## config.mk

```make
export PLATFORM = sky130hd
export DESIGN_NAME = hpt_index
export DESIGN_NICKNAME = d
export VERILOG_FILES = /design/src/sv/assert_macros.svh /design/src/sv/hpt_index.sv
export SDC_FILE = /design/constraint.sdc
export NUM_CORES = 1
export LEC_CHECK = 0
export BUFFER_PORTS_ARGS = -buffer_cell sky130_fd_sc_hd__buf_2
export CORE_AREA = 10 10 47 49
export DETAILED_ROUTE_END_ITERATION = 10
export DIE_AREA = 0 0 57 59
export GPL_TIMING_DRIVEN = 0
export PLACE_DENSITY = 0.64
export SETUP_SLACK_MARGIN = 0.2
export SYNTH_ARGS = -nofsm -noshare
export SYNTH_HDL_FRONTEND = slang
export SYNTH_SLANG_ARGS = --single-unit
```

## constraint.sdc

```tcl
create_clock -name clk_i -period 0.8 [get_ports clk_i]
set_input_delay 0.16 -clock clk_i [delete_from_list [all_inputs] [get_ports clk_i]]
set_output_delay 0.16 -clock clk_i [all_outputs]
set_load 0.02 [all_outputs]
```

## src/sv/assert_macros.svh

```systemverilog
// Assertion macros shared by the hashed position table RTL.
// Depends on nothing; the assertion bodies drop out when SYNTH is defined.
`ifndef ASSERT_MACROS_SVH
`define ASSERT_MACROS_SVH

`ifndef SYNTH
`define HPT_ASSERT(lbl, clk, rst_n, prop, msg) \
  lbl: assert property (@(posedge clk) disable iff (!rst_n) prop) else $error(msg);
`define HPT_ASSERT_ALWAYS(lbl, clk, prop, msg) \
  lbl: assert property (@(posedge clk) prop) else $error(msg);
`else
`define HPT_ASSERT(lbl, clk, rst_n, prop, msg)
`define HPT_ASSERT_ALWAYS(lbl, clk, prop, msg)
`endif

`endif

```

## src/sv/hpt_index.sv

```systemverilog
// Two-stage table index unit: reduces the masked key modulo the entry count.
// Depends on nothing; non-power-of-two sizes below 4096 use a reciprocal multiply.
module hpt_index #(
  parameter int unsigned ENTRIES = 4096
) (
  input  logic                       clk_i,
  input  logic [11:0]                masked_i,
  output logic [$clog2(ENTRIES)-1:0] index_o
);

  localparam int unsigned IDXW  = $clog2(ENTRIES);
  localparam int unsigned SHIFT = 24;
  localparam int unsigned RECIP = ((2 ** SHIFT) + ENTRIES - 1) / ENTRIES;

  logic [11:0] x1_q;

  always_ff @(posedge clk_i) begin
    x1_q <= masked_i;
  end

  if (ENTRIES >= 4096) begin : g_wide
    logic [IDXW-1:0] idx_q;
    always_ff @(posedge clk_i) begin
      idx_q <= IDXW'(x1_q);
    end
    assign index_o = idx_q;
  end else if ((ENTRIES & (ENTRIES - 1)) == 0) begin : g_pow2
    logic [IDXW-1:0] idx_q;
    always_ff @(posedge clk_i) begin
      idx_q <= x1_q[IDXW-1:0];
    end
    assign index_o = idx_q;
  end else begin : g_recip
    logic [35:0]     prod;
    logic [11:0]     quot_q;
    logic [23:0]     qe;
    logic [11:0]     rem;
    logic [IDXW-1:0] idx_q;

    assign prod = masked_i * 24'(RECIP);
    assign qe   = quot_q * 12'(ENTRIES);
    assign rem  = x1_q - qe[11:0];

    always_ff @(posedge clk_i) begin
      quot_q <= prod[35:24];
    end

    always_ff @(posedge clk_i) begin
      idx_q <= rem[IDXW-1:0];
    end

    assign index_o = idx_q;
  end

endmodule

```

### Yosys cells after proc, flatten, opt, wreduce, memory -nomap -nowiden

Index checks and enable logic that the tools add are counted.

| word-level totals | value |
|---|---|
| flip-flop bits (word level) | 24 |
| input bits | 13 |
| word-level logic and storage cells | 2 |

### Logic depth before layout (Yosys ltp)

| logic depth | value |
|---|---|
| depth after elaboration | 0 |
| gate-level depth with buffers | 0 |
| depth with buffers taken out | 0 |

### Worst setup path before layout

No wires, ideal clock.

| path | value |
|---|---|
| kind | register to output |
| from | reg g_wide.idx_q[0], in the netlist index_o[0] |
| to | out index_o[0] |
| arrival time | 0.395 ns |
| path slack | 0.245 ns |
| stages on the path, launching flop included | 1 |
| buffers on the path | 0 |
| path through | dfxtp_1 |

RTL lines:

| element | line | text |
|---|---|---|
| start: declaration | hpt_index.sv:22 | `logic [IDXW-1:0] idx_q;` |
| start signal: assignment | hpt_index.sv:24 | `idx_q <= IDXW'(x1_q);` |
| end: declaration | hpt_index.sv:8 | `output logic [$clog2(ENTRIES)-1:0] index_o` |

No word-level cell between the ends.

### Worst setup path in the final report

| path | value |
|---|---|
| from | reg g_wide.idx_q[11], in the netlist index_o[11] |
| to | out index_o[11] |

No word-level cell between the ends.

==> flow_summary.rst <==
.. list-table::
   :header-rows: 1

   * - Metric
     - Value
   * - Ranking of synthesized cells by area
     - sky130_fd_sc_hd__dfxtp_1 100%
   * - Highest cell delay on the worst timing path
     - 0.35 ns
   * - Count of pins over their slew limit
     - 0
   * - Number of buffers and inverters on the critical path
     - 1
   * - Period utilization
     - 114%
   * - Outcome
     - finished with violations
   * - Top cell type by total area after synthesis
     - sky130_fd_sc_hd__dfxtp_1
   * - Number of instances in the placed design
     - 64
   * - Minimum clock period after layout
     - 0.916 ns
   * - Worst Setup Slack post-DPL
     - 0.194 ns
   * - Final setup violating endpoints
     - 12
   * - Mean instance size in the synthesized netlist
     - 20.0 um2
   * - Gate family responsible for the most delay along the worst path
     - flip-flops
   * - Kind of path behind the tightest hold check
     - reg2reg
   * - Multi-input logic cell count
     - 0
   * - Number of antenna violations at the first check in global routing
     - 0
   * - Site Rows
     - 14
   * - Cell Chain, Critical Path
     - buf_6
   * - Seq cells post-synth
     - 24
   * - Routed vias/inst
     - 3.77
   * - Portion of synthesized cell area occupied by the leading cell type
     - 100%
   * - Arrival time at the worst endpoint
     - 0.76 ns
   * - Synthesized instance count
     - 24
   * - Pre-Repair DR Iteration Count
     - 2
   * - Transition time of the tightest slew-check pin
     - 0.105 ns
   * - Worst endpoint required time
     - 0.64 ns
   * - Final Hold Viols
     - 0
   * - Level count of the clock H-tree
     - 1
   * - Final hold slack
     - 0.332 ns
   * - Source-to-sink clock delay at the later pin of the worst-skew pair
     - 0.29 ns
   * - Number of unique standard cell types used by synthesis
     - 1
   * - Master cell of the clock root buffer
     - sky130_fd_sc_hd__clkbuf_4
   * - Detailed-route wire length
     - 893 um
   * - Initial core utilization
     - 34.3%
   * - Number of max-cap violations
     - 0
   * - Flip-flop and latch area
     - 495 um2
   * - Count of filler cells inserted in the layout
     - 117
   * - Kind of end point of the critical path
     - output pin
   * - Final setup TNS
     - -1.23 ns
   * - Floorplan die area
     - 3360 um2
   * - Vias after detailed routing
     - 298
   * - Core outline area
     - 1400 um2
   * - Deepest clock path buffer count
     - 2
   * - Count of port buffers added during placement
     - 24
   * - Total leakage power
     - 0.000386 uW
   * - Share of layout cells above drive strength 1
     - 61.9%
   * - Total gr overflow
     - 0
   * - Non-filler cells, final
     - 79
   * - Failing checks
     - negative setup slack
   * - TritonCTS clock tree
     - done
   * - Pwr Density
     - 2260 nW/um2
   * - GR Util All Layers
     - 5.69%
   * - Wire length of the first global-routing pass
     - 1.41 mm
   * - Number of clock sinks
     - 24
   * - Area taken by multi-input logic gates
     - 0 um2
   * - Register clock-pin slew on the reported worst setup and hold paths
     - 0.10 ns
   * - Maximum ir drop on the vdd rail
     - 1520 uV
   * - Number of global-route vias before repair
     - 301
   * - Detail Route Antenna Nets
     - 0
   * - Cell area after synthesis
     - 480 um2
   * - Count of warnings emitted by yosys
     - 0
   * - Top achievable clock speed
     - 1090 MHz
   * - Crit-path slowest cell
     - sky130_fd_sc_hd__dfxtp_2
   * - Classification of the worst setup path
     - reg2out
   * - Pin count of the biggest net entering global routing
     - 13
   * - CP Launch Type
     - flop
   * - Final worst clock skew
     - 0.000493 ns
   * - Synthesized Nets
     - 37
   * - DRC violations left
     - 0
   * - Number of diodes added for antenna fixing
     - 0
   * - Fin worst setup slack
     - -0.116 ns
   * - Maximum fanout count along the critical path
     - 1
   * - Final estimated routing congestion in global placement
     - 0.602
   * - CTS Buf Count
     - 3
   * - Die boundary width
     - 57 um
   * - Ports
     - 25
   * - RSZ-0062 raised after global routing
     - yes
   * - Part of the Yosys area used for sequential elements
     - 100%
   * - Wire per inst
     - 11.3 um
   * - # nets final
     - 78
   * - 1st-iter DRT viols
     - 5
   * - Vertical die dimension
     - 59 um
   * - Tightest slew margin relative to the limit
     - 93.0%
   * - Layout overhead on the synthesized area
     - 77.6%
[cells in the final DEF, fill, tap and decap left out, drive strengths merged]
| cell type | n |
|---|---|
| buf | 24 |
| dlygate4sd3 | 12 |
| clkbuf | 3 |
| dfxtp | 24 |
[power breakdown]
| part | leakage, uW | switching (uW) | internal, uW |
|---|---|---|---|
| Sequential | 0.000203 | 19.7 | 1260 |
| Clock | 0.0000138 | 287 | 175 |
| Combinational | 0.000170 | 66.9 | 116 |
[synth_stat cells (all sizes together)]
master and n:
dfxtp 24
[registers in the layout (all words and copies together) (netlist names)]
signal,cells
index_o,12
x1_q,12
[final timing paths]
path                                           from                   to  slack [ns]  depth (start not counted)
worst max-delay path            index_o[11]$_DFF_P_          index_o[11]       -0.12                          1
worst min-delay path               x1_q[10]$_DFF_P_  index_o[10]$_DFF_P_        0.33                          0
worst max register to register      x1_q[2]$_DFF_P_   index_o[2]$_DFF_P_        0.39                          0
worst min register to register     x1_q[10]$_DFF_P_  index_o[10]$_DFF_P_        0.33                          0
[cell type report]
class                 count  area share [%]
tap                      16            2.35
timing repair buffer     36            37.0
clock buffer              3            2.64
sequential               24            58.1
[stage by stage]
stage                     utilization [%]  instance area (um2)  total power [uW]
after floorplan                         -                  480              1340
after global placement               44.3                  621              1400
after detailed placement             44.3                  621              1400
after CTS                            59.5                  833              1960
after global routing                 60.9                  853              2040
final                                60.9                  853              1930
[cells by family after synthesis]
| logic type | Yosys count | share of synthesized area (%) |
|---|---|---|
| DFF | 24 | 100 |
[repair_timing]
item,in CTS,in global routing
buffers inserted,0,0
pin swaps,0,0
hold buffers,10,2
resized for setup,36,0
hold endpoints to repair,12,2
setup endpoints to repair,12,12
[routing by layer]
metal / global-route usage, % / vias up / routed length [um]
li1: - / 151 / -
met1: 5.04 / 128 / 339
met2: 8.37 / 19 / 431
met3: 6.22 / 0 / 122
met4: 2.01 / 0 / 0
met5: 0 / - / 0
(Power assumes the default switching activity.)
