File: src/sv/assert_macros.svh
// Assertion macros shared by the hashed position table RTL.
// Depends on nothing; the assertion bodies drop out when SYNTH is defined.
`ifndef ASSERT_MACROS_SVH
`define ASSERT_MACROS_SVH

`ifndef SYNTH
`define HPT_ASSERT(lbl, clk, rst_n, prop, msg) \
  lbl: assert property (@(posedge clk) disable iff (!rst_n) prop) else $error(msg);
`define HPT_ASSERT_ALWAYS(lbl, clk, prop, msg) \
  lbl: assert property (@(posedge clk) prop) else $error(msg);
`else
`define HPT_ASSERT(lbl, clk, rst_n, prop, msg)
`define HPT_ASSERT_ALWAYS(lbl, clk, prop, msg)
`endif

`endif

File: src/sv/hpt_pkg.sv
// Types and constants for the hashed position table.
// Used by the decision logic and the top level; depends on nothing.
package hpt_pkg;

  localparam int unsigned KEY_W   = 64;
  localparam int unsigned VALUE_W = 32;
  localparam int unsigned DEPTH_W = 16;
  localparam int unsigned MASK_W  = 12;

  localparam logic [1:0] KIND_EXACT = 2'd0;
  localparam logic [1:0] KIND_UPPER = 2'd1;
  localparam logic [1:0] KIND_LOWER = 2'd2;

  typedef enum logic [1:0] {
    OP_SEARCH_SAVE  = 2'd0,
    OP_SEARCH_PROBE = 2'd1,
    OP_PERFT_SAVE   = 2'd2,
    OP_PERFT_PROBE  = 2'd3
  } op_e;

  typedef enum logic [2:0] {
    ST_CLEAR,
    ST_IDLE,
    ST_IDX1,
    ST_IDX2,
    ST_READ,
    ST_EXEC
  } state_e;

  typedef struct packed {
    logic                      valid;
    logic [KEY_W-1:0]          key;
    logic signed [VALUE_W-1:0] value;
    logic [DEPTH_W-1:0]        depth;
    logic [1:0]                kind;
  } entry_t;

  typedef struct packed {
    op_e                       op;
    logic [KEY_W-1:0]          key;
    logic signed [VALUE_W-1:0] value;
    logic [DEPTH_W-1:0]        depth;
    logic [1:0]                kind;
    logic signed [VALUE_W-1:0] alpha;
    logic signed [VALUE_W-1:0] beta;
  } req_t;

  typedef struct packed {
    logic                      wr_en;
    entry_t                    wr_entry;
    logic                      is_probe;
    logic                      hit;
    logic signed [VALUE_W-1:0] value;
  } decide_t;

endpackage

File: src/sv/hpt_decide.sv
// Update and probe decision for one table access.
// Depends on hpt_pkg for the request, entry and decision types.
module hpt_decide (
  input  hpt_pkg::req_t    req_i,
  input  hpt_pkg::entry_t  entry_i,
  input  logic             enabled_i,
  output hpt_pkg::decide_t dec_o
);
  import hpt_pkg::*;

  logic same;

  assign same = entry_i.valid && (entry_i.key == req_i.key);

  always_comb begin
    dec_o                = '0;
    dec_o.wr_entry.valid = 1'b1;
    dec_o.wr_entry.key   = req_i.key;
    dec_o.wr_entry.value = req_i.value;
    dec_o.wr_entry.depth = req_i.depth;
    dec_o.wr_entry.kind  = req_i.kind;
    case (req_i.op)
      OP_SEARCH_SAVE: begin
        dec_o.wr_en = enabled_i && !(same && (entry_i.depth > req_i.depth));
      end
      OP_PERFT_SAVE: begin
        dec_o.wr_en = enabled_i && !(same && (entry_i.depth != req_i.depth));
        dec_o.wr_entry.kind = entry_i.valid ? entry_i.kind : KIND_EXACT;
      end
      OP_SEARCH_PROBE: begin
        dec_o.is_probe = 1'b1;
        if (enabled_i && same && (entry_i.depth >= req_i.depth)) begin
          if (entry_i.kind == KIND_EXACT) begin
            dec_o.hit   = 1'b1;
            dec_o.value = entry_i.value;
          end else if ((entry_i.kind == KIND_UPPER) && (entry_i.value <= req_i.alpha)) begin
            dec_o.hit   = 1'b1;
            dec_o.value = req_i.alpha;
          end else if ((entry_i.kind == KIND_LOWER) && (entry_i.value >= req_i.beta)) begin
            dec_o.hit   = 1'b1;
            dec_o.value = req_i.beta;
          end
        end
      end
      OP_PERFT_PROBE: begin
        dec_o.is_probe = 1'b1;
        if (enabled_i && same && (entry_i.depth == req_i.depth)) begin
          dec_o.hit   = 1'b1;
          dec_o.value = entry_i.value;
        end
      end
      default: begin
        dec_o.wr_en = 1'b0;
      end
    endcase
  end

endmodule

File: config.mk
export PLATFORM = sky130hd
export DESIGN_NAME = hpt_decide
export DESIGN_NICKNAME = d
export VERILOG_FILES = /design/src/sv/assert_macros.svh /design/src/sv/hpt_pkg.sv /design/src/sv/hpt_decide.sv
export SDC_FILE = /design/constraint.sdc
export NUM_CORES = 1
export LEC_CHECK = 0
export ABC_AREA = 1
export BUFFER_PORTS_ARGS = -buffer_cell sky130_fd_sc_hd__buf_4
export CORE_AREA = 5 5 171 173
export DETAILED_ROUTE_END_ITERATION = 12
export DIE_AREA = 0 0 176 178
export PLACE_DENSITY = 0.52
export SLEW_MARGIN = 20
export SYNTH_ARGS = -nofsm -noshare
export SYNTH_HDL_FRONTEND = slang
export SYNTH_SLANG_ARGS = --single-unit
File: constraint.sdc
create_clock -name vclk -period 1.6
set_input_delay 0.08 -clock vclk [all_inputs]
set_output_delay 0.08 -clock vclk [all_outputs]
set_load 0.005 [all_outputs]
# After elaboration in Yosys (flattened, before gate mapping)
# Cells that the tools add are included.
# Widths: inputs -> output; s select.
dict set report word_totals {
  out_inout_bits 150
  inputBits 296
  wordCells 35
  reg_bits 0
}
dict set report classes {
  n_mux 9
  n_reduce_logical 14
  n_eq_ne 8
  magnitude_cmp 4
}
# op count
set ops {}
lappend ops {{$mux 33} 5}
lappend ops {{$pmux 34 s2} 1}
lappend ops {{$eq 64x64->1} 1}
lappend ops {{$ge 32x32->1} 1}
lappend ops {{$le 32x32->1} 1}
lappend ops {{$eq 16x16->1} 1}
lappend ops {{$ge 16x16->1} 1}
lappend ops {{$gt 16x16->1} 1}
lappend ops {{$ne 16x16->1} 1}
lappend ops {{$logic_and 1x1->1} 10}
lappend ops {{$eq 2x2->1 const B} 3}
lappend ops {{$eq 2x1->1 const B} 2}
lappend ops {{$logic_not 2->1} 2}
lappend ops {{$mux 2} 2}
lappend ops {{$logic_not 1->1} 2}
lappend ops {{$pmux 1 s2} 1}

# Logic depth before layout (Yosys ltp)
dict set report depth {
  word_depth 7
  depth_mapped 21
  depth_no_buf 20
}

# Worst setup path after synthesis
# OpenSTA, ideal clock, no wires.
dict set report synth_path {
  path_kind {in2out}
  start {in req_i[63] (netlist bit)}
  end {out dec_o[10] (netlist bit)}
  stages 15
  n_path_buf 1
  arrival_time_ps 1512
  setup_slack_ps 8
  required_time_ps 1520
  path_cell_list {inv_1 -> ha_1 -> nand2_1 -> nor2_2 -> nand2_2 -> nor4_4 -> nand2_1 -> nand3_1 -> nand2_2 -> nand2_4 -> buf_8 -> nand3_2 -> nand3_2 -> nand2_1 -> nand2_1}
}
# element line
set synth_lines {}
lappend synth_lines {{from (decl)} hpt_decide.sv:4} ;# input hpt_pkg::req_t req_i,
lappend synth_lines {{to (decl)} hpt_decide.sv:7} ;# output hpt_pkg::decide_t dec_o

==> run_results.csv <==
group,metric,value,unit
power_and_ir_drop,peakVddDrop,0.137,mV
floorplan,start_util,20.6,%
run,drv_cap,0,
place,place_ws,-0.744,ns
synth,synth_cell_types,43,
critical_path,crit_arrival,2.02,ns
detailed_routing,wl_met3,2120,um
layout,area_growth,91.3,%
layout,design_area,10800,um2
detailed_routing,wl_per_cell,18.3,um
synth,synth_cells,939,
detailed_routing,drt-met1-wl,11600,um
detailed_routing,antenna_left,0,
floorplan,die_x,176,um
power_and_ir_drop,power,2880,uW
synth,syn_area_per_cell,6.03,um2
detailed_routing,viasPerCell,4.42,
detailed_routing,top_layer,"met4",
detailed_routing,drtPass1Iterations,4,
layout,drive_gt1_share,59.7,%
synth,syn-num-nets,1315,
layout,final_nets,1731,
sta,drv_slew,0,
place,portBuffers,381,
place,hpwl,26100,um
critical_path,critical_path_class,"input port to output port",
layout,final-seq-area,0,um2
detailed_routing,wl_met2,16800,um
floorplan,dieArea,31300,um2
synth,yosysTopAreaCellShare,17.7,%
grt,grt_max_degree,34,
synth,yosys.area.top_type,"ha_1",
critical_path,path_cells,"buf_8, buf_6, ha_4, nand2_4, nor2_4, nand2_4, inv_4, nand2_4, nand2_4, nand2_2, nand2_1, nand2_1, nand2_2, nand2_8, buf_12, nand3_1, nand3_2, nand2_1, nand2_2, buf_4",
grt,overflow,0,
grt,grt.total_usage,18.6,%
critical_path,endpoint_kind,"output port",
synth,seq_area_frac_synth,0,%
layout,clock_buffer_count,0,
outcome,violations,"setup timing",
floorplan,coreArea,27500,um2
sta,hold_viol,0,
detailed_routing,num_vias,7538,
power_and_ir_drop,power_density,266,nW/um2
critical_path,crit_path_max_incr_delay,0.27,ns
grt,antenna_found_initial,6,
floorplan,ios,446,
sta,fin_crit_sh,131,%
floorplan,die_height,178,um
floorplan,num_rows,61,
layout,fill_cells,2891,
critical_path,crit_fanout,6,
critical_path,crit_path_top_delay_cell,"ha_4",
sta,fmax,477,MHz
sta,worst_slack,-0.496,ns
place,place.gp.congestion,0.874,
grt,grt_pass1_wl,45300,um
grt,grt_pass1_vias,7825,
sta,rsz0062_at_grt,"yes",
place,placed_area,9260,um2
synth,syn-cell-area,5660,um2
outcome,status,"complete, but fails checks",
sta,final-setup-viol-count,34,
detailed_routing,drtIter0Drc,217,
power_and_ir_drop,p_leak,0.00589,uW
layout,final_core_util,39.4,%
sta,min_period,2.10,ns
synth,synth.area.top_cells,"ha_1 18%, buf_4 16%, nand2_1 15%, nand3_2 10%, inv_1 9.7%",
detailed_routing,routed_wl,31200,um
min_path,whs_path_depth,0,
critical_path,crit_path_frequent_cell,"nand2_4",
layout,seq_cells,0,
critical_path,startpoint_type,"input port",
critical_path,crit_required,1.52,ns
synth,ys_warn_count,0,
min_path,hold_path.class,"input port to output port",
detailed_routing,route.detailed.drc,0,
## kinds of logic after synthesis
family / share of synthesized area [%]
other: 0.0662
AND/OR/NAND/NOR: 42.1
buffers and inverters: 28.9
adder cells (fa/ha/maj): 17.7
AO/OA/AOI/OAI: 7.53
XOR/XNOR: 3.71
## Yosys cell counts (9+ instances only)
cell	instances
ha_1	80
o21ai_1	10
a21oi_1	34
nand4_1	46
o21ai_0	9
nand3_1	53
buf_4	117
o22ai_1	11
nand2_1	233
nand3_2	59
xor2_1	10
xnor2_1	14
inv_1	146
nor2_1	50
## routing by layer
metal	GRT usage [%]	vias to the layer above
met5	0	-
met3	3.84	38
met1	20.8	3457
li1	-	3770
met2	35.7	273
met4	4.71	0
## path summary, 6_finish.rpt
kind,endpoint,startpoint,slack [ns]
max,dec_o[29],entry_i[33],-0.50
min,dec_o[53],req_i[83],0.16
## layout make-up
type                            instances  area (um2)  area share (%)
Antenna cell                            6        15.0           0.139
Tap cell                              346         433            4.00
Timing Repair Buffer                  556        4640            42.8
Multi-Input combinational cell        646        5170            47.7
Inverter                              151         577            5.32
## worst max-delay path, delay by kind of cell
kind | cells | cell delay [ns]
fa+ha+maj | 1 | 0.27
buf+inv | 5 | 0.57
simple gates | 14 | 1.09
## cell usage in the layout, fill, tap and decap left out, types with 6 or more instances in the layout
| cell type | Yosys | routed |
|---|---|---|
| a21oi_1 | 34 | 22 |
| a21oi_2 | 0 | 8 |
| buf_12 | 0 | 12 |
| buf_4 | 117 | 486 |
| buf_6 | 7 | 48 |
| diode_2 | 0 | 6 |
| ha_1 | 80 | 51 |
| ha_4 | 0 | 29 |
| inv_1 | 146 | 125 |
| inv_2 | 2 | 20 |
| nand2_1 | 233 | 176 |
| nand2_2 | 3 | 40 |
| nand2_4 | 1 | 20 |
| nand3_1 | 53 | 17 |
| nand3_2 | 59 | 75 |
| nand3_4 | 0 | 20 |
| nand4_1 | 46 | 46 |
| nor2_1 | 50 | 36 |
| nor2_2 | 2 | 10 |
| nor2_4 | 1 | 7 |
| o21ai_0 | 9 | 8 |
| o21ai_1 | 10 | 10 |
| o22ai_1 | 11 | 10 |
| xnor2_1 | 14 | 14 |
| xor2_1 | 10 | 10 |
## power breakdown
part / internal [uW] / switching (uW) / total (uW)
clock network: 0.000507 / 0 / 0.000507
logic: 1530 / 1350 / 2880
registers: 0 / 0 / 0
total: 1530 / 1350 / 2880
## timing repair
item,CTS,global route
pin swaps,73,47
resized for setup,194,109
setup endpoints to repair,34,34
hold buffers,0,0
buffers inserted,5,2
cloned,4,1
## through the flow
stage	hold WS, ns	cells	setup TNS (ns)
3_5_place_dp	0.160	1690	-22.54
5_1_grt	0.160	1705	-19.69
4_1_cts	0.160	1696	-15.93
3_3_place_gp	0.160	1690	-22.39
2_1_floorplan	0.239	939	0
6_report	0.160	1705	-15.74
Note: power is estimated with default switching activity, not from simulation.
