## src/sv/assert_macros.svh

```systemverilog
// Assertion macros shared by the hashed position table RTL.
// Depends on nothing; the assertion bodies drop out when SYNTH is defined.
`ifndef ASSERT_MACROS_SVH
`define ASSERT_MACROS_SVH

`ifndef SYNTH
`define HPT_ASSERT(lbl, clk, rst_n, prop, msg) \
  lbl: assert property (@(posedge clk) disable iff (!rst_n) prop) else $error(msg);
`define HPT_ASSERT_ALWAYS(lbl, clk, prop, msg) \
  lbl: assert property (@(posedge clk) prop) else $error(msg);
`else
`define HPT_ASSERT(lbl, clk, rst_n, prop, msg)
`define HPT_ASSERT_ALWAYS(lbl, clk, prop, msg)
`endif

`endif

```

## src/sv/hpt_ram.sv

```systemverilog
// Generic single-port synchronous RAM with a registered read.
// Depends on nothing.
module hpt_ram #(
  parameter int unsigned WIDTH = 8,
  parameter int unsigned DEPTH = 16
) (
  input  logic                     clk_i,
  input  logic                     we_i,
  input  logic                     re_i,
  input  logic [$clog2(DEPTH)-1:0] addr_i,
  input  logic [WIDTH-1:0]         wdata_i,
  output logic [WIDTH-1:0]         rdata_o
);

  logic [WIDTH-1:0] mem_q [DEPTH];
  logic [WIDTH-1:0] rdata_q;

  always_ff @(posedge clk_i) begin
    if (we_i) begin
      mem_q[addr_i] <= wdata_i;
    end
    if (re_i) begin
      rdata_q <= mem_q[addr_i];
    end
  end

  assign rdata_o = rdata_q;

endmodule

```

## config.mk

```make
export PLATFORM = sky130hd
export DESIGN_NAME = hpt_ram
export DESIGN_NICKNAME = d
export VERILOG_FILES = /design/src/sv/assert_macros.svh /design/src/sv/hpt_ram.sv
export SDC_FILE = /design/constraint.sdc
export NUM_CORES = 1
export LEC_CHECK = 0
export BUFFER_PORTS_ARGS = -buffer_cell sky130_fd_sc_hd__buf_2
export CORE_ASPECT_RATIO = 1.75
export CORE_MARGIN = 2
export CORE_UTILIZATION = 60
export DETAILED_ROUTE_END_ITERATION = 16
export PLACE_DENSITY = 0.76
export SLEW_MARGIN = 25
export SYNTH_ARGS = -nofsm -noshare
export SYNTH_HDL_FRONTEND = slang
export SYNTH_SLANG_ARGS = --single-unit
export TNS_END_PERCENT = 100
```

## constraint.sdc

```tcl
create_clock -name clk_i -period 3.4 [get_ports clk_i]
set_clock_uncertainty 0.05 [all_clocks]
set_input_delay 0.85 -clock clk_i [delete_from_list [all_inputs] [get_ports clk_i]]
set_output_delay 0.85 -clock clk_i [all_outputs]
set_load 0.01 [all_outputs]
```

Word level (Yosys, flattened, before mapping)

Memories as Yosys holds them, arrays and structs flattened. A register that Yosys moved wholly into a read port is not among the register bits.
Index checks and enable logic that the tools add are counted.

Multiplexer cells: 2

Operator list:

| operator | count |
|---|---|
| $mux W1  | 2 |

Register bits after elaboration: 0
Bits in writable memories: 128
Bits of input ports: 15
Output and inout bits: 8
Logic and storage cells: 3
Memories: 1

Memories:

| memory | words | bits a word | rd ports | clocked after Yosys merged registers in | write ports | line          | RTL |
|---|---|---|---|---|---|---|---|
| mem_q  | 16    | 8           | 1        | 1                                       | 1           | hpt_ram.sv:15 | `logic [WIDTH-1:0] mem_q [DEPTH];` |

Longest topological paths before layout

Gate-level depths: netlist of run 1.

Depth in word-level cells: 2
Depth in mapped cells: 5
Gate-level depth less buffers: 3

Worst setup path before layout of run 1

No wires, ideal clock.

Kind: input to register
From: in addr_i[2]
To: mem mem_q[0][0] (enable)
Setup time: 0.383 ns
Arrival time: 1.960 ns
Data required time: 2.967 ns
Path slack: 1.007 ns
Stages: 2
Buffers on the path: 0
Path through: or3b_2 > nor3_1

RTL lines:

| item        | line          | RTL |
|---|---|---|
| from (decl) | hpt_ram.sv:10 | `input logic [$clog2(DEPTH)-1:0] addr_i,` |
| to (decl)   | hpt_ram.sv:15 |  |

No word-level cell before the write port.

Worst setup path after layout of run 1

From: in addr_i[1]
To: mem mem_q[3][2] (enable)

No word-level cell before the write port.

==> results of run 1 <==
[worst min path at each step]
stage | slack (ns) | from | cells after the start | to
floorplan | 0.66 | mem_q[14][0]$_DFFE_PP_ | 3 | rdata_o[0]$_DFFE_PP_
global placement | 0.68 | mem_q[12][6]$_DFFE_PP_ | 3 | rdata_o[6]$_DFFE_PP_
detailed placement | 0.69 | mem_q[15][5]$_DFFE_PP_ | 3 | rdata_o[5]$_DFFE_PP_
CTS | 0.70 | mem_q[15][4]$_DFFE_PP_ | 3 | rdata_o[4]$_DFFE_PP_
global route | 0.72 | mem_q[14][5]$_DFFE_PP_ | 3 | rdata_o[5]$_DFFE_PP_
finish | 0.70 | mem_q[15][5]$_DFFE_PP_ | 3 | rdata_o[5]$_DFFE_PP_
[sequential cells by signal (all words and copies together) (netlist names)]
name,count
mem_q,128
rdata_o,8
[stage by stage]
stage | util [%] | power [mW] | cell area [sq um] | std cells
floorplan | - | 2.03 | 5150 | 230
global placement | 65.9 | 2.10 | 5480 | 373
detailed placement | 65.9 | 2.10 | 5480 | 373
CTS | 72.5 | 3.77 | 6020 | 404
global route | 72.5 | 3.85 | 6020 | 404
finish | 72.5 | 3.74 | 6020 | 404
[layer usage]
layer	routed length, microns	global-route usage [%]
met4	92	10.1
met1	3300	25.5
met5	0	0
met2	5480	38.7
met3	337	5.80
[where the power goes]
group	total (mW)	leakage [nW]	internal (mW)	switching (mW)
Clock	1.67	0.260	1.05	0.619
Sequential	1.90	1.24	1.89	0.00902
Combinational	0.169	0.492	0.0713	0.0975
Total	3.74	1.99	3.01	0.726
[tightest hold or removal path: cells and delay by family, from the launching register on]
family	cells	cell delay, ns
AO/OA/AOI/OAI	1	0.06
flip-flops	1	0.31
multiplexers	1	0.22
AND/OR/NAND/NOR	1	0.05
[kinds of logic after synthesis]
group	share of synthesized area (%)
AOI/OAI and AO/OA	2.33
buffers and inverters	1.17
DFF	79.3
muxes	14.0
and+or+nand+nor	3.16
[cells in the final DEF, fill, tap and decap left out, drive strengths merged]
| master | count |
|---|---|
| edfxtp | 136 |
| clkinvlp | 2 |
| a22oi | 16 |
| clkinv | 9 |
| nor2 | 13 |
| buf | 39 |
| mux4 | 32 |
| bufinv | 2 |
| clkbuf | 18 |
| nor3 | 4 |
| nand3 | 1 |
| or3b | 1 |
| nand2 | 9 |
| nand3b | 2 |
| and2 | 1 |
| nand2b | 2 |
| nor2b | 2 |
[layout make-up]
cell class | instances | share of cell area (%)
Sequential cell | 136 | 67.8
Multi-Input combinational cell | 83 | 16.7
Clock buffer | 18 | 7.13
Timing Repair Buffer | 39 | 4.15
Tap cell | 115 | 2.39
Clock inverter | 13 | 1.87
==> results.cfg, run 1 <==
[timing]
fin_crit_ns = 2.28
rsz0062_at_grt = no
finalSetupTns_ns = 0
tightest_slew_ns = 0.947
slew_violations = 0
hold_slack_ns = 0.696
finalWorstSetupSlack_ns = 1.12
worst_slew_margin_rel_pct = 36.8
finalHoldViolations = 0
setup_viol = 0
fin_crit_sh_pct = 67.0
max_freq_mhz = 439

[synthesis]
synth_warnings = 0
yosysTopAreaCell = edfxtp_1
synth_nets = 245
syn_area_sq_um = 5150
synth.area.top_cells = edfxtp_1 79%, mux4_2 14%, a22oi_1 2.3%
ys_ff_latch = 136
yosysSeqAreaShare_pct = 79.3
avgSynthCellArea_sq_um = 22.4
synth.distinct_cells = 17
synthCells = 230
synth.top_cells.by_count = 136 x edfxtp_1, 32 x mux4_2, 16 x a22oi_1
synth_top_area_share_pct = 79.3
synth_edf_count = 136
synth_most_common_cell = edfxtp_1
ys.flop_type = edfxtp_1
async_reset_ff_share_pct = 0

[cts]
clk_latency_ns = 0.41
cts_resized = 0
cts_buffers = 17
clock-sinks = 136
postCtsSetupBuffers = 0
clk_pin_slew_ns = 0.05
cts_hold_buf = 0
clockBufferDepth = 2
cts.htree.levels = 4
cts_root_buf = clkbuf_16
cts_tree = yes

[critical_path]
startpoint = addr_i[1]
crit_slowest_cell = buf_2
reg2reg_to = rdata_o[4]$_DFFE_PP_
critPathCapture = mem_q[3][2]$_DFFE_PP_
critPathTopFamily = buffers and inverters
slowest_delay_ns = 0.70
path_max_fanout = 39
path_cells = buf_2 -> nand2_1 -> nor2_1 -> buf_4
r2r-start = mem_q[1][4]$_DFFE_PP_
crit_required_ns = 3.47
cp_data_arrival_time_ns = 2.35
endpoint_kind = register
cp.depth = 4
crit_buf_inv = 2
cp-start-kind = input pin
worstRegToRegCells = 3
crit_type = input pin to register
ff2ff_setup_slack_ns = 1.87

[run_status]
status = completed

[placed_design]
dpl_worst_slack_ns = 0.690
dp_hpwl_microns = 5980
portBuffers = 22
place.gp.congestion = 0.765

[global_routing]
overflow = 0
grt_pass1_vias = 2613
grt_pass1_wl_microns = 14300
antenna_found_initial = 0
grt_max_degree = 40
grt_util_all_layers_pct = 22.4

[floorplanning]
core_sq_um = 8310
die_h_microns = 127
ioPinCount = 23
start_util_pct = 61.9
die_w_microns = 74.0
row_count = 44
dieArea_sq_um = 9370

[detailed_routing]
drcViolationCount = 0
drtIter0Drc = 175
postRouteAntennaNets = 0
viasPerCell = 5.82
dr.pass1.iters = 4
totalWireLength_microns = 9210
routed-via-count = 2351
routedWlPerCell_microns = 22.8

[layout]
drive_gt1_share_pct = 33.2
fill_cells = 489
fin_nets = 292
regArea_sq_um = 4080
area_growth_pct = 17.0
num_antenna_cells = 0
multi_input_area_sq_um = 1000

[power]
power_leakage_nw = 1.99
p_per_area_nw_per_um2 = 621
peakVddDrop_mv = 0.644

[min_path]
min_path_type = register to register

[flow_run]
max-cap-violations = 0
Note: power is estimated with default switching activity, not from simulation.
==> inputs of run 2 (changes only) <==
clock period = 2.32 ns   (was 3.4 ns; I/O delays follow)
==> run 2 against run 1 <==
Net effect: worst hold slack worse by 0.21 ns; routed wire length is 4.2% higher; critical path depth increased by 1; sequential power is 46% higher; setup slack got worse by 0.56 ns; largest power group unchanged; highest routed layer unchanged.
==> results.cfg, run 2 (same netlist as run 1, synthesis figures left out) <==
[detailed_routing]
viasPerCell = 6.02
dr.pass1.iters = 5
totalWireLength_microns = 9600
routedWlPerCell_microns = 23.4
postRouteAntennaNets = 0
drcViolationCount = 0
drtIter0Drc = 212
routed-via-count = 2468

[critical_path]
cp.depth = 5
path_max_fanout = 29
endpoint_kind = register
critPathTopFamily = multiplexers
crit_type = input pin to register
ff2ff_setup_slack_ns = 0.79
slowest_delay_ns = 0.54
path_cells = buf_2 -> buf_12 -> mux4_2 -> a22oi_1 -> nand2_1
crit_slowest_cell = mux4_2
reg2reg_to = rdata_o[5]$_DFFE_PP_
startpoint = addr_i[0]
critPathCapture = rdata_o[4]$_DFFE_PP_
crit_required_ns = 2.42
r2r-start = mem_q[2][5]$_DFFE_PP_
crit_buf_inv = 2
worstRegToRegCells = 3
cp-start-kind = input pin
cp_data_arrival_time_ns = 1.85

[global_routing]
grt_pass1_vias = 2623
antenna_found_initial = 0
grt_max_degree = 40
overflow = 0
grt_pass1_wl_microns = 14900
grt_util_all_layers_pct = 23.5

[floorplanning]
core_sq_um = 8310
die_h_microns = 127
start_util_pct = 61.9
die_w_microns = 74.0
ioPinCount = 23
dieArea_sq_um = 9370
row_count = 44

[cts]
cts_hold_buf = 0
postCtsSetupBuffers = 0
clockBufferDepth = 2
cts_root_buf = clkbuf_16
clk_pin_slew_ns = 0.06
cts.htree.levels = 4
cts_tree = yes
cts_resized = 0
clock-sinks = 136
clk_latency_ns = 0.41
cts_buffers = 17

[placed_design]
dpl_worst_slack_ns = 0.138
place.gp.congestion = 0.748
dp_hpwl_microns = 6150
portBuffers = 22

[timing]
tightest_slew_ns = 0.643
finalSetupTns_ns = 0
fin_crit_ns = 1.75
setup_viol = 0
fin_crit_sh_pct = 75.6
rsz0062_at_grt = no
worst_slew_margin_rel_pct = 57.0
finalHoldViolations = 0
finalWorstSetupSlack_ns = 0.566
slew_violations = 0
max_freq_mhz = 570

[layout]
top_register = mem_q
largest_reg_flops = 128
mostFrequentLayoutCells = 136 x edfxtp_1, 32 x mux4_2, 22 x buf_2, 20 x buf_4, 17 x clkbuf_16
fill_cells = 456
final_common_cell = edfxtp_1
area_growth_pct = 19.8
drive_gt1_share_pct = 35.3
num_antenna_cells = 0
fin_nets = 298
fin_util_pct = 74.2

[flow_run]
max-cap-violations = 0

[power]
power_leakage_nw = 2.07
peakVddDrop_mv = 0.852
p_per_area_nw_per_um2 = 945
total_power_mw = 5.83

[run_status]
status = completed

[min_path]
min_path_type = input pin to register
-- run 2: cell count changes in the layout (fill, tap and decap cells not counted) --
cell / previous run / this run
buf_4: 16 / 20
bufinv_16: 2 / 5
clkinv_1: 6 / 3
buf_12: 1 / 3
clkinvlp_4: 2 / 0
clkbuf_1: 1 / 2
clkinv_2: 3 / 4
-- run 2: worst reg2reg max path, stage by stage (launching register included) --
cell	delay [ns]
edfxtp_1	0.36
mux4_2	0.47
a22oi_1	0.28
nand2_1	0.11
-- run 2: layout make-up --
| class | count | area (sq um) | share of cell area, % |
|---|---|---|---|
| flip-flops and latches | 136 | 4080 | 66.2 |
| multi-input cells | 83 | 1000 | 16.3 |
| clock buffers | 19 | 433 | 7.02 |
| repair buffers | 45 | 320 | 5.19 |
| clock inverters | 12 | 181 | 2.94 |
| well taps | 115 | 144 | 2.33 |
-- run 2: worst min-delay path by stage --
stage | to | startpoint | cells past startpoint
5_1_grt | rdata_o[2]$_DFFE_PP_ | re_i | 1
3_3_place_gp | rdata_o[1]$_DFFE_PP_ | mem_q[4][1]$_DFFE_PP_ | 3
6_report | rdata_o[2]$_DFFE_PP_ | re_i | 1
3_5_place_dp | rdata_o[6]$_DFFE_PP_ | mem_q[11][6]$_DFFE_PP_ | 3
4_1_cts | rdata_o[6]$_DFFE_PP_ | re_i | 1
2_1_floorplan | mem_q[0][0]$_DFFE_PP_ | wdata_i[0] | 0
-- run 2: power breakdown --
group | internal [mW] | switching [mW]
sequential | 2.77 | 0.0139
combinational | 0.113 | 0.148
clock | 1.88 | 0.905
total | 4.76 | 1.07
-- run 2: metrics by stage --
step                      area, sq um  hold WS (ns)  std cells
after CTS                        6170         0.475        410
after global routing             6170         0.482        410
after detailed placement         5550         0.704        379
after global placement           5550         0.691        379
after floorplan                  5150         0.629        230
final                            6170         0.488        410
-- run 2: routing by layer --
| layer | GRT usage (%) | wire length (microns) | vias to the layer above |
|---|---|---|---|
| li1 | - | - | 1073 |
| met5 | 0 | 0 | - |
| met2 | 40.2 | 5650 | 87 |
| met1 | 27.5 | 3410 | 1299 |
| met3 | 6.43 | 410 | 9 |
| met4 | 9.20 | 136 | 0 |
==> inputs of run 3 (changes only) <==
CORE_UTILIZATION = 54   (was 60)
PLACE_DENSITY = 0.72   (was 0.76)
clock period = 1.4 ns   (was 2.32 ns; I/O delays follow)
==> run 3 against run 2 <==
Net effect: the flow now finishes with violations (setup timing); final cell count rose by 8.0%; first-iteration DRC count fell by 15%; worst hold slack lost 0.22 ns; routed wire length grew 8.1%; design area increased by 7.7%; via count increased by 4.3%; sequential share of layout area shrank 4.7 points; register-to-register slack got worse by 0.92 ns; critical path depth fell by 2; die area is 11% higher; critical path type is now register to register; largest cell class unchanged.
==> results.cfg, run 3 (same netlist as run 1, synthesis figures left out) <==
[run_status]
status = finished, violations left
violations = setup timing

[critical_path]
endpoint_kind = register
cp_data_arrival_time_ns = 1.63
path_cells = mux4_2 -> a22oi_2 -> nand2_1
path_max_fanout = 1
worstRegToRegCells = 3
slowest_delay_ns = 0.53
crit_slowest_cell = mux4_2
crit_type = register to register
crit_required_ns = 1.50
cp-start-kind = register

[timing]
fin_crit_ns = 1.53
rsz0062_at_grt = yes
setup_viol = 9
slew_violations = 0
fin_crit_sh_pct = 109
finalWorstSetupSlack_ns = -0.133
tightest_slew_ns = 0.878
max_freq_mhz = 652
finalHoldViolations = 0
worst_slew_margin_rel_pct = 41.4

[floorplanning]
start_util_pct = 55.1
die_h_microns = 133
dieArea_sq_um = 10400
ioPinCount = 23
die_w_microns = 77.8
row_count = 47
core_sq_um = 9350

[cts]
cts_tree = yes
clk_pin_slew_ns = 0.06
cts_buffers = 17
cts_root_buf = clkbuf_16
cts.htree.levels = 4
clock-sinks = 136
clockBufferDepth = 2
clk_latency_ns = 0.41
cts_hold_buf = 0

[min_path]
min_delay_path_depth = 1
min_path_type = input pin to register

[detailed_routing]
routedWlPerCell_microns = 23.4
totalWireLength_microns = 10400
drtIter0Drc = 181
routed-via-count = 2574
viasPerCell = 5.81
postRouteAntennaNets = 0
dr.pass1.iters = 5
drcViolationCount = 0

[layout]
regArea_sq_um = 4080
drive_gt1_share_pct = 50.5
multi_input_area_sq_um = 1200
num_antenna_cells = 0
fin_util_pct = 71.0
mostFrequentLayoutCells = 136 x edfxtp_1, 36 x buf_4, 32 x mux4_2, 21 x buf_2, 18 x clkbuf_16
area_growth_pct = 29.0
fill_cells = 532
largest_reg_flops = 128
top_register = mem_q
fin_nets = 323
final_common_cell = edfxtp_1

[power]
p_per_area_nw_per_um2 = 1420
peakVddDrop_mv = 1.38
power_leakage_nw = 2.23
total_power_mw = 9.42

[flow_run]
max-cap-violations = 0

[global_routing]
overflow = 0
grt_pass1_vias = 2846
grt_util_all_layers_pct = 22.1
antenna_found_initial = 0
grt_max_degree = 25
grt_pass1_wl_microns = 15900

[placed_design]
portBuffers = 22
dp_hpwl_microns = 6820
place.gp.congestion = 0.771
-- run 3: worst max-delay path: cells and delay by family (launching register included) --
family,cells,cell delay (ns)
simple gates,1,0.08
flops,1,0.39
compound gates,1,0.23
mux,1,0.53
-- run 3: timing repair --
| action | CTS | global route |
|---|---|---|
| pin swaps | 7 | 1 |
| buffers inserted | 0 | 3 |
| endpoints found under the hold margin | 0 | 0 |
| gates resized for setup | 5 | 5 |
| setup endpoints to repair | 9 | 17 |
| gates cloned | 0 | 1 |
-- run 3: layer usage --
layer / vias up / share of wire (%) / GRT usage [%]
met4: 0 / 1.4 / 7.74
met3: 11 / 4.3 / 5.69
met1: 1344 / 37 / 25.1
met5: - / 0 / 0
li1: 1130 / - / -
met2: 89 / 58 / 40.0
-- run 3: worst paths after layout --
| path | start | to | slack (ns) |
|---|---|---|---|
| worst max-delay path | mem_q[11][4]$_DFFE_PP_ | rdata_o[4]$_DFFE_PP_ | -0.13 |
| worst min-delay path | wdata_i[6] | mem_q[6][6]$_DFFE_PP_ | 0.27 |
| worst max register to register | mem_q[11][4]$_DFFE_PP_ | rdata_o[4]$_DFFE_PP_ | -0.13 |
| worst min register to register | mem_q[6][7]$_DFFE_PP_ | rdata_o[7]$_DFFE_PP_ | 0.71 |
-- run 3: through the flow --
step	hold WS [ns]	setup TNS (ns)	std cells	instance area [sq um]	setup WS, ns
6_report	0.266	-0.393	443	6640	-0.133
5_1_grt	0.264	-0.801	443	6640	-0.151
4_1_cts	0.257	-0.471	439	6570	-0.0926
3_5_place_dp	0.686	-39.87	407	5970	-0.526
3_3_place_gp	0.685	-39.69	407	5970	-0.496
2_1_floorplan	0.399	-3.46	230	5340	-0.201
-- run 3: layout make-up --
class,instances,share of cell area (%)
tap,122,2.30
clock inverter,15,2.28
timing repair buffer,70,9.46
sequential,136,61.5
clock buffer,17,6.41
multi-input combinational,83,18.1
-- run 3: power by group --
part | switching, mW | total, mW | leakage (nW) | internal, mW
sequential | 0.0286 | 4.62 | 1.24 | 4.59
clock | 1.63 | 4.25 | 0.280 | 2.62
combinational | 0.300 | 0.556 | 0.718 | 0.256
total | 1.96 | 9.42 | 2.23 | 7.46
